[src/hw/rtl/pne2d_pkg.sv]
`timescale 1ns / 1ps
// ----------------------------------------------------------------------------
// pne2d_pkg
// Types, operation codes and constants shared by the 2D normal estimator.
// ----------------------------------------------------------------------------
package pne2d_pkg;

	typedef struct packed {
		logic signed [23:0] pt_x;
		logic signed [23:0] pt_y;
		logic signed [23:0] query_x;
		logic signed [23:0] query_y;
		logic               no_point;
		logic               last;
	} item_t;

	typedef struct packed {
		logic signed [15:0] norm_x;
		logic signed [15:0] norm_y;
		logic        [13:0] view_angle;
		logic        [1:0]  status;
	} result_t;

	localparam logic [1:0] ST_OK   = 2'd0;
	localparam logic [1:0] ST_FEW  = 2'd1;
	localparam logic [1:0] ST_ZERO = 2'd2;
	localparam logic [1:0] ST_DROP = 2'd3;

	localparam logic REG_VIEW_X = 1'b0;
	localparam logic REG_VIEW_Y = 1'b1;

	localparam logic [13:0] HALF_PI_Q13  = 14'd12868;
	localparam int          CORDIC_STEPS = 21;
	localparam int          SQRT_STEPS   = 32;
	localparam int          DIV_STEPS    = 15;

	typedef logic [4:0] op_t;
	localparam op_t OP_NOP       = 5'd0;
	localparam op_t OP_LOAD      = 5'd1;
	localparam op_t OP_DIFF      = 5'd2;
	localparam op_t OP_ACC_X     = 5'd3;
	localparam op_t OP_ACC_Y     = 5'd4;
	localparam op_t OP_ACC_XY    = 5'd5;
	localparam op_t OP_COV_XX    = 5'd6;
	localparam op_t OP_COV_YY    = 5'd7;
	localparam op_t OP_COV_XY    = 5'd8;
	localparam op_t OP_DE        = 5'd9;
	localparam op_t OP_SHR       = 5'd10;
	localparam op_t OP_SQ0       = 5'd11;
	localparam op_t OP_SQ1       = 5'd12;
	localparam op_t OP_SQRT      = 5'd13;
	localparam op_t OP_AXIS      = 5'd14;
	localparam op_t OP_CANON     = 5'd15;
	localparam op_t OP_TWO       = 5'd16;
	localparam op_t OP_UMAG      = 5'd17;
	localparam op_t OP_UNORM     = 5'd18;
	localparam op_t OP_DIVX_INIT = 5'd19;
	localparam op_t OP_DIVY_INIT = 5'd20;
	localparam op_t OP_DIV_STEP  = 5'd21;
	localparam op_t OP_NX        = 5'd22;
	localparam op_t OP_NY        = 5'd23;
	localparam op_t OP_DOT0      = 5'd24;
	localparam op_t OP_DOT1      = 5'd25;
	localparam op_t OP_CRS0      = 5'd26;
	localparam op_t OP_CRS1      = 5'd27;
	localparam op_t OP_FLIP      = 5'd28;
	localparam op_t OP_ANORM     = 5'd29;
	localparam op_t OP_CINIT     = 5'd30;
	localparam op_t OP_CSTEP     = 5'd31;

	// The multiplier select field's spare codes are not used for result writes;
	// a separate code field selects the result kind.
	typedef logic [1:0] out_t;
	localparam out_t OUT_NONE  = 2'd0;
	localparam out_t OUT_FEW   = 2'd1;
	localparam out_t OUT_ZERO  = 2'd2;
	localparam out_t OUT_VALID = 2'd3;

	typedef logic [3:0] mul_t;
	localparam mul_t MS_NONE = 4'd0;
	localparam mul_t MS_DXDX = 4'd1;
	localparam mul_t MS_DYDY = 4'd2;
	localparam mul_t MS_DXDY = 4'd3;
	localparam mul_t MS_SXSX = 4'd4;
	localparam mul_t MS_SYSY = 4'd5;
	localparam mul_t MS_SXSY = 4'd6;
	localparam mul_t MS_AA   = 4'd7;
	localparam mul_t MS_BB   = 4'd8;
	localparam mul_t MS_VXNX = 4'd9;
	localparam mul_t MS_VYNY = 4'd10;
	localparam mul_t MS_VXNY = 4'd11;
	localparam mul_t MS_VYNX = 4'd12;

	typedef struct packed {
		op_t        op;
		mul_t       mul;
		out_t       res;
		logic [4:0] step;
	} cmd_t;

	typedef struct packed {
		logic has_point;
		logic is_last;
		logic few;
		logic two;
		logic big28;
		logic unorm_ok;
		logic anorm_ok;
		logic vec_zero;
		logic ang_zero;
	} stat_t;

	// Arctangent of 2^-i in Q.20 radians.
	function automatic logic [20:0] atan_q20(input logic [4:0] i);
		logic [20:0] v;
		case (i)
			5'd0:    v = 21'd823550;
			5'd1:    v = 21'd486170;
			5'd2:    v = 21'd256879;
			5'd3:    v = 21'd130396;
			5'd4:    v = 21'd65451;
			5'd5:    v = 21'd32757;
			5'd6:    v = 21'd16383;
			5'd7:    v = 21'd8192;
			5'd8:    v = 21'd4096;
			5'd9:    v = 21'd2048;
			5'd10:   v = 21'd1024;
			5'd11:   v = 21'd512;
			5'd12:   v = 21'd256;
			5'd13:   v = 21'd128;
			5'd14:   v = 21'd64;
			5'd15:   v = 21'd32;
			5'd16:   v = 21'd16;
			5'd17:   v = 21'd8;
			5'd18:   v = 21'd4;
			5'd19:   v = 21'd2;
			5'd20:   v = 21'd1;
			default: v = 21'd0;
		endcase
		return v;
	endfunction

endpackage

[src/hw/rtl/pne2d_ctrl.sv]
`timescale 1ns / 1ps
// ----------------------------------------------------------------------------
// pne2d_ctrl
// Sequencer that steps the datapath through accumulation and the per-group
// eigenvector, unit scaling, viewpoint and angle computation.
// ----------------------------------------------------------------------------
module pne2d_ctrl import pne2d_pkg::*; (
	input  logic  clk,
	input  logic  arst_n,
	input  logic  start,
	input  stat_t stat,
	output cmd_t  cmd,
	output logic  busy
);

	localparam logic [5:0] S_IDLE     = 6'd0;
	localparam logic [5:0] S_DIFF     = 6'd1;
	localparam logic [5:0] S_MXX      = 6'd2;
	localparam logic [5:0] S_AX       = 6'd3;
	localparam logic [5:0] S_AY       = 6'd4;
	localparam logic [5:0] S_AXY      = 6'd5;
	localparam logic [5:0] S_FIN      = 6'd6;
	localparam logic [5:0] S_C1       = 6'd7;
	localparam logic [5:0] S_C2       = 6'd8;
	localparam logic [5:0] S_C3       = 6'd9;
	localparam logic [5:0] S_C4       = 6'd10;
	localparam logic [5:0] S_DE       = 6'd11;
	localparam logic [5:0] S_SHR      = 6'd12;
	localparam logic [5:0] S_Q2       = 6'd13;
	localparam logic [5:0] S_Q3       = 6'd14;
	localparam logic [5:0] S_SQRT     = 6'd15;
	localparam logic [5:0] S_AXIS     = 6'd16;
	localparam logic [5:0] S_CANON    = 6'd17;
	localparam logic [5:0] S_ZCHK     = 6'd18;
	localparam logic [5:0] S_UNORM    = 6'd19;
	localparam logic [5:0] S_DIVX     = 6'd20;
	localparam logic [5:0] S_DIV      = 6'd21;
	localparam logic [5:0] S_NX       = 6'd22;
	localparam logic [5:0] S_DIVY     = 6'd23;
	localparam logic [5:0] S_NY       = 6'd24;
	localparam logic [5:0] S_D1       = 6'd25;
	localparam logic [5:0] S_D2       = 6'd26;
	localparam logic [5:0] S_D3       = 6'd27;
	localparam logic [5:0] S_D4       = 6'd28;
	localparam logic [5:0] S_D5       = 6'd29;
	localparam logic [5:0] S_FLIP     = 6'd30;
	localparam logic [5:0] S_ANORM    = 6'd31;
	localparam logic [5:0] S_CORD     = 6'd32;
	localparam logic [5:0] S_OUT_OK   = 6'd33;
	localparam logic [5:0] S_OUT_FEW  = 6'd34;
	localparam logic [5:0] S_OUT_ZERO = 6'd35;

	logic [5:0] state_q, state_d;
	logic [4:0] cnt_q, cnt_d;
	logic       pass_q, pass_d;
	logic       divy_q, divy_d;

	assign busy = (state_q != S_IDLE);

	always_comb begin
		state_d  = state_q;
		pass_d   = pass_q;
		divy_d   = divy_q;
		cmd.op   = OP_NOP;
		cmd.mul  = MS_NONE;
		cmd.res  = OUT_NONE;
		cmd.step = cnt_q;
		unique case (state_q)
			S_IDLE: begin
				if (start) begin
					cmd.op  = OP_LOAD;
					state_d = S_DIFF;
				end
			end
			S_DIFF: begin
				cmd.op = OP_DIFF;
				if (stat.has_point) state_d = S_MXX;
				else if (stat.is_last) state_d = S_FIN;
				else state_d = S_IDLE;
			end
			S_MXX: begin
				cmd.mul = MS_DXDX;
				state_d = S_AX;
			end
			S_AX: begin
				cmd.op  = OP_ACC_X;
				cmd.mul = MS_DYDY;
				state_d = S_AY;
			end
			S_AY: begin
				cmd.op  = OP_ACC_Y;
				cmd.mul = MS_DXDY;
				state_d = S_AXY;
			end
			S_AXY: begin
				cmd.op  = OP_ACC_XY;
				state_d = stat.is_last ? S_FIN : S_IDLE;
			end
			S_FIN: begin
				pass_d = 1'b0;
				if (stat.few) begin
					state_d = S_OUT_FEW;
				end else if (stat.two) begin
					cmd.op  = OP_TWO;
					state_d = S_ZCHK;
				end else begin
					state_d = S_C1;
				end
			end
			S_C1: begin
				cmd.mul = MS_SXSX;
				state_d = S_C2;
			end
			S_C2: begin
				cmd.op  = OP_COV_XX;
				cmd.mul = MS_SYSY;
				state_d = S_C3;
			end
			S_C3: begin
				cmd.op  = OP_COV_YY;
				cmd.mul = MS_SXSY;
				state_d = S_C4;
			end
			S_C4: begin
				cmd.op  = OP_COV_XY;
				state_d = S_DE;
			end
			S_DE: begin
				cmd.op  = OP_DE;
				state_d = S_SHR;
			end
			S_SHR: begin
				if (stat.big28) begin
					cmd.op = OP_SHR;
				end else begin
					cmd.mul = MS_AA;
					state_d = S_Q2;
				end
			end
			S_Q2: begin
				cmd.op  = OP_SQ0;
				cmd.mul = MS_BB;
				state_d = S_Q3;
			end
			S_Q3: begin
				cmd.op  = OP_SQ1;
				state_d = S_SQRT;
			end
			S_SQRT: begin
				cmd.op = OP_SQRT;
				if (cnt_q == 5'(SQRT_STEPS - 1)) state_d = pass_q ? S_DIVX : S_AXIS;
			end
			S_AXIS: begin
				cmd.op  = OP_AXIS;
				state_d = S_CANON;
			end
			S_CANON: begin
				cmd.op  = OP_CANON;
				state_d = S_ZCHK;
			end
			S_ZCHK: begin
				if (stat.vec_zero) begin
					state_d = S_OUT_ZERO;
				end else begin
					cmd.op  = OP_UMAG;
					pass_d  = 1'b1;
					state_d = S_UNORM;
				end
			end
			S_UNORM: begin
				if (stat.unorm_ok) begin
					cmd.mul = MS_AA;
					state_d = S_Q2;
				end else begin
					cmd.op = OP_UNORM;
				end
			end
			S_DIVX: begin
				cmd.op  = OP_DIVX_INIT;
				divy_d  = 1'b0;
				state_d = S_DIV;
			end
			S_DIV: begin
				cmd.op = OP_DIV_STEP;
				if (cnt_q == 5'(DIV_STEPS - 1)) state_d = divy_q ? S_NY : S_NX;
			end
			S_NX: begin
				cmd.op  = OP_NX;
				state_d = S_DIVY;
			end
			S_DIVY: begin
				cmd.op  = OP_DIVY_INIT;
				divy_d  = 1'b1;
				state_d = S_DIV;
			end
			S_NY: begin
				cmd.op  = OP_NY;
				state_d = S_D1;
			end
			S_D1: begin
				cmd.mul = MS_VXNX;
				state_d = S_D2;
			end
			S_D2: begin
				cmd.op  = OP_DOT0;
				cmd.mul = MS_VYNY;
				state_d = S_D3;
			end
			S_D3: begin
				cmd.op  = OP_DOT1;
				cmd.mul = MS_VXNY;
				state_d = S_D4;
			end
			S_D4: begin
				cmd.op  = OP_CRS0;
				cmd.mul = MS_VYNX;
				state_d = S_D5;
			end
			S_D5: begin
				cmd.op  = OP_CRS1;
				state_d = S_FLIP;
			end
			S_FLIP: begin
				cmd.op  = OP_FLIP;
				state_d = S_ANORM;
			end
			S_ANORM: begin
				// A viewpoint on the query point skips the CORDIC entirely.
				if (stat.ang_zero) begin
					state_d = S_OUT_OK;
				end else if (stat.anorm_ok) begin
					cmd.op  = OP_CINIT;
					state_d = S_CORD;
				end else begin
					cmd.op = OP_ANORM;
				end
			end
			S_CORD: begin
				cmd.op = OP_CSTEP;
				if (cnt_q == 5'(CORDIC_STEPS - 1)) state_d = S_OUT_OK;
			end
			S_OUT_OK: begin
				cmd.res = OUT_VALID;
				state_d = S_IDLE;
			end
			S_OUT_FEW: begin
				cmd.res = OUT_FEW;
				state_d = S_IDLE;
			end
			S_OUT_ZERO: begin
				cmd.res = OUT_ZERO;
				state_d = S_IDLE;
			end
			default: begin
				state_d = S_IDLE;
			end
		endcase
	end

	// The step counter runs while a state repeats and restarts on any change.
	assign cnt_d = (state_d == state_q) ? cnt_q + 5'd1 : 5'd0;

	always_ff @(posedge clk or negedge arst_n) begin
		if (!arst_n) begin
			state_q <= S_IDLE;
			cnt_q   <= 5'd0;
			pass_q  <= 1'b0;
			divy_q  <= 1'b0;
		end else begin
			state_q <= state_d;
			cnt_q   <= cnt_d;
			pass_q  <= pass_d;
			divy_q  <= divy_d;
		end
	end

endmodule

[config.mk]
export PLATFORM = sky130hd
export DESIGN_NAME = pne2d_ctrl
export DESIGN_NICKNAME = d
export VERILOG_FILES = /design/src/hw/rtl/pne2d_pkg.sv /design/src/hw/rtl/pne2d_ctrl.sv
export SDC_FILE = /design/constraint.sdc
export NUM_CORES = 1
export LEC_CHECK = 0
export BUFFER_PORTS_ARGS = -buffer_cell sky130_fd_sc_hd__buf_2
export CAP_MARGIN = 10
export CORE_ASPECT_RATIO = 0.6
export CORE_MARGIN = 3
export CORE_UTILIZATION = 42
export CTS_BUF_LIST = sky130_fd_sc_hd__clkbuf_8 sky130_fd_sc_hd__clkbuf_16
export DETAILED_ROUTE_END_ITERATION = 12
export GPL_TIMING_DRIVEN = 1
export SLEW_MARGIN = 20
export SYNTH_ARGS = -nofsm -noshare
export SYNTH_HDL_FRONTEND = slang
export SYNTH_SLANG_ARGS = --single-unit
[constraint.sdc]
create_clock -name clk -period 5.8 [get_ports clk]
set_input_delay 0.29 -clock clk [delete_from_list [all_inputs] [get_ports clk]]
set_output_delay 0.29 -clock clk [all_outputs]
set_load 0.02 [all_outputs]
==> impl_metrics.yaml <==
status:
  outcome: "complete, no violations"
cells_and_area:
  area_growth_pct: 9.48
  fin_nets: 272
  finalNonFillerCells: 302
  n_antenna_cell: 0
  fillers: 399
  drive_gt1_share_pct: 18.4
pwr:
  power.switching_w: 0.000669
  p_seq_share_pct: 16.8
  power.leakage_nw: 0.807
  pwr-share-clk_pct: 6.9
  pwr-share-comb_pct: 76.3
  internal_power_w: 0.000478
  swShare_pct: 58.3
  peakVddDrop_uv: 311
  power_density_nw_per_um2: 597
timing:
  relSlewSlack_pct: 36.2
  setup_ws_ns: 2.74
  finalMaxSlewViolations: 0
  tightestPinTransition_ns: 0.957
  hold_slack_ns: 0.375
  hold_violations: 0
  final.setup.tns_ns: 0
  period_minus_slack_ns: 3.06
  rsz0062_at_grt: "no"
  fin_skew_ns: 0.00538
  fmax_ghz: 0.327
  setup_viol: 0
  period_share_pct: 52.8
worst_setup_path:
  startpoint: "state_q[3]"
  critPathSlowestCell: "dfrtp_1"
  end_kind: "output port"
  critPathArrivalTime_ns: 2.77
  crit_path_max_fanout: 29
  path_cells: "inv_1 -> nor2_1 -> nand2_1 -> a31o_2 -> a21oi_1 -> or4_1 -> buf_2"
  r2r-start: "state_q[3]"
  worst_setup_path_start_kind: "flip-flop"
  crit_required_ns: 5.51
  criticalPathCategory: "reg -> out"
  crit_path_max_incr_delay_ns: 0.97
clocking:
  cts_tree: "built"
  post_cts_buffers: 0
  clkSinkCount: 13
  cts_made_buffers: 3
  cts-root-buf: "clkbuf_8"
  clockBufferDepth: 2
  ctsHtreeMaxLevel: 1
  path_clk_slew_ns: 0.06
  clkLatencyLatePin_ns: 0.24
hold_path:
  worstHoldStart: "stat[1]"
  hp-class: "in -> reg"
drt:
  wl_met2_mm: 2.17
  drtIter0Drc: 394
  routed_wl_mm: 5.73
  drc: 0
  via_per_inst: 6.73
  wl_met3_um: 797
  first_pass_iters: 5
  vias: 2033
  ant_nets: 0
  wl_per_cell_um: 19.0
  drt-met1-wl_mm: 2.72
  top_layer: "met4"
run:
  drv_cap: 0
synth:
  ys.flop_type: "dfrtp_1"
  synth_compound_area_share_pct: 35.7
  synth_edf_count: 0
  yosys_warnings: 0
  synth_top_family_by_area: "compound AO/OA/AOI/OAI gates"
  synth-simple-area-share_pct: 30.4
  synthesis.area_um2: 1760
  ys_types: 63
  synth_xor_area_share_pct: 1.50
  ys_seq_elements: 13
  async_reset_ff_share_pct: 100
  ys_seq_area_share_pct: 18.5
  synth_fa_ha_area_share_pct: 2.85
  synth_fp_nets: 254
  synthCells: 238
  syn_avg_cell_area_um2: 7.38
  yosys-mux-area-fraction_pct: 2.00
placement:
  dp.cells: 297
  gp_congestion: 0.934
  port_buffers: 28
  pre_cts_slack_ns: 3.11
  dp_hpwl_mm: 4.17
floorplanning:
  die_w_um: 89.5
  design.core.area_um2: 3830
  pin_count: 29
  fp.dieH_um: 56.1
  dieArea_um2: 5020
  rows: 17
  start_util_pct: 45.8
global_route:
  antenna_found_initial: 0
  grt_pass1_vias: 1706
  grt_pass1_wl_mm: 8.97
  groute.usage.overall_pct: 22.7
  globalRoute.totalOverflow: 0
  grt_max_degree: 36
[state kept, by name, indices dropped and copies added (netlist names)]
| signal | count |
|---|---|
| cnt_q | 5 |
| divy_q | 1 |
| pass_q | 1 |
| state_q | 6 |
[placed cells by master (no fill, tap or decap), drive strengths merged, types with 3 or more instances in the layout]
cell type	count
dfrtp	13
a32oi	4
a31o	3
a31oi	5
a21oi	19
ha	4
nor3	9
o21ai	20
nand2b	7
inv	13
a22oi	3
nor3b	3
nand2	15
nor4	8
nand3	10
buf	31
a21o	3
clkbuf	3
a211oi	6
nor2	20
nand4	3
o211ai	4
a32o	3
[worst max-delay path: cells and delay by family (launching register included)]
family	cells	cell delay, ns
AOI/OAI and AO/OA	2	0.40
and+or+nand+nor	3	0.76
buffers and inverters	2	0.40
DFF	1	0.97
[synth_stat cells (2+ instances only)]
library cell / number / share of area (%)
buf_4: 3 / 1.3
nor3_1: 8 / 2.3
a211oi_1: 6 / 2.6
buf_2: 4 / 1.1
nor2_1: 20 / 4.3
and2b_1: 2 / 0.86
o31ai_1: 2 / 0.86
o21ai_1: 2 / 0.57
or2_2: 2 / 0.71
a21o_1: 3 / 1.3
inv_1: 12 / 2.6
nand4b_1: 2 / 1.0
a32oi_1: 4 / 2.0
a32o_1: 3 / 1.7
nand4_1: 2 / 0.71
o21a_1: 2 / 0.86
mux2i_1: 2 / 1.1
o22ai_1: 2 / 0.71
nor3b_1: 3 / 1.3
o2111ai_1: 2 / 1.0
or3_1: 2 / 0.71
a22oi_1: 3 / 1.3
ha_1: 4 / 2.9
a31o_2: 3 / 1.5
nand3_1: 10 / 2.9
a21oi_1: 19 / 5.4
buf_6: 3 / 1.9
dfrtp_1: 13 / 19
clkbuf_1: 8 / 1.7
o211ai_1: 4 / 1.7
nor2b_1: 2 / 0.71
o31a_1: 2 / 1.0
nand2_1: 15 / 3.2
nor4_2: 2 / 1.4
xnor2_1: 2 / 1.0
a31oi_1: 5 / 1.8
nand2b_1: 7 / 2.5
and3_1: 2 / 0.71
nor4_1: 5 / 1.8
o21ai_0: 18 / 5.1
[cells by family (layout without fill, tap and decap cells)]
logic type	count (synthesis)	after routing
buf+inv	32	49
xor+xnor	3	3
mux	3	3
compound gates	91	91
simple gates	92	92
flops	13	13
fa+ha+maj	4	4
[power groups by stage]
stage	logic, W	clock network, W	registers [W]
after global routing	0.000948	0.0000862	0.000198
after global placement	0.000867	0	0.000191
after detailed placement	0.000851	0	0.000191
after floorplan	0.000703	0	0.000155
after CTS	0.000857	0.0000799	0.000189
final	0.000875	0.0000797	0.000192
[repair_timing]
item,CTS,global route
setup endpoints to repair,0,0
hold buffers,1,0
gates resized for setup,0,0
endpoints found under the hold margin,13,0
[per-stage QoR]
| stage | util, % | instance area (um^2) | power (W) |
|---|---|---|---|
| 2_1_floorplan | - | 1760 | 0.000858 |
| 3_3_place_gp | 48.8 | 1870 | 0.00106 |
| 3_5_place_dp | 48.8 | 1870 | 0.00104 |
| 4_1_cts | 50.2 | 1920 | 0.00113 |
| 5_1_grt | 50.2 | 1920 | 0.00123 |
| 6_report | 50.2 | 1920 | 0.00115 |
[layout make-up]
| class | count | area (um^2) | area share [%] |
|---|---|---|---|
| clock buffers | 3 | 41.3 | 2.15 |
| flip-flops and latches | 13 | 325 | 16.9 |
| repair buffers | 32 | 173 | 8.98 |
| multi-input cells | 193 | 1270 | 66.1 |
| clock inverters | 1 | 3.75 | 0.195 |
| well taps | 47 | 58.8 | 3.06 |
| inverters | 13 | 48.8 | 2.54 |
[final timing paths]
kind | end | slack (ns) | cells after the start
worst max register to register | cnt_q[2] | 2.98 | 6
worst min register to register | cnt_q[0] | 0.52 | 1
worst min-delay path | state_q[5] | 0.38 | 3
min in group asynchronous | cnt_q[3] | 0.46 | 2
max in group asynchronous | cnt_q[1] | 5.11 | 2
worst max-delay path | cmd[15] | 2.74 | 7
[per-layer routing]
layer | global-route usage (%) | up-vias
met2 | 26.5 | 163
met4 | 3.18 | 0
li1 | - | 946
met3 | 7.10 | 8
met5 | 0 | -
met1 | 38.8 | 916
(Power assumes the default switching activity.)
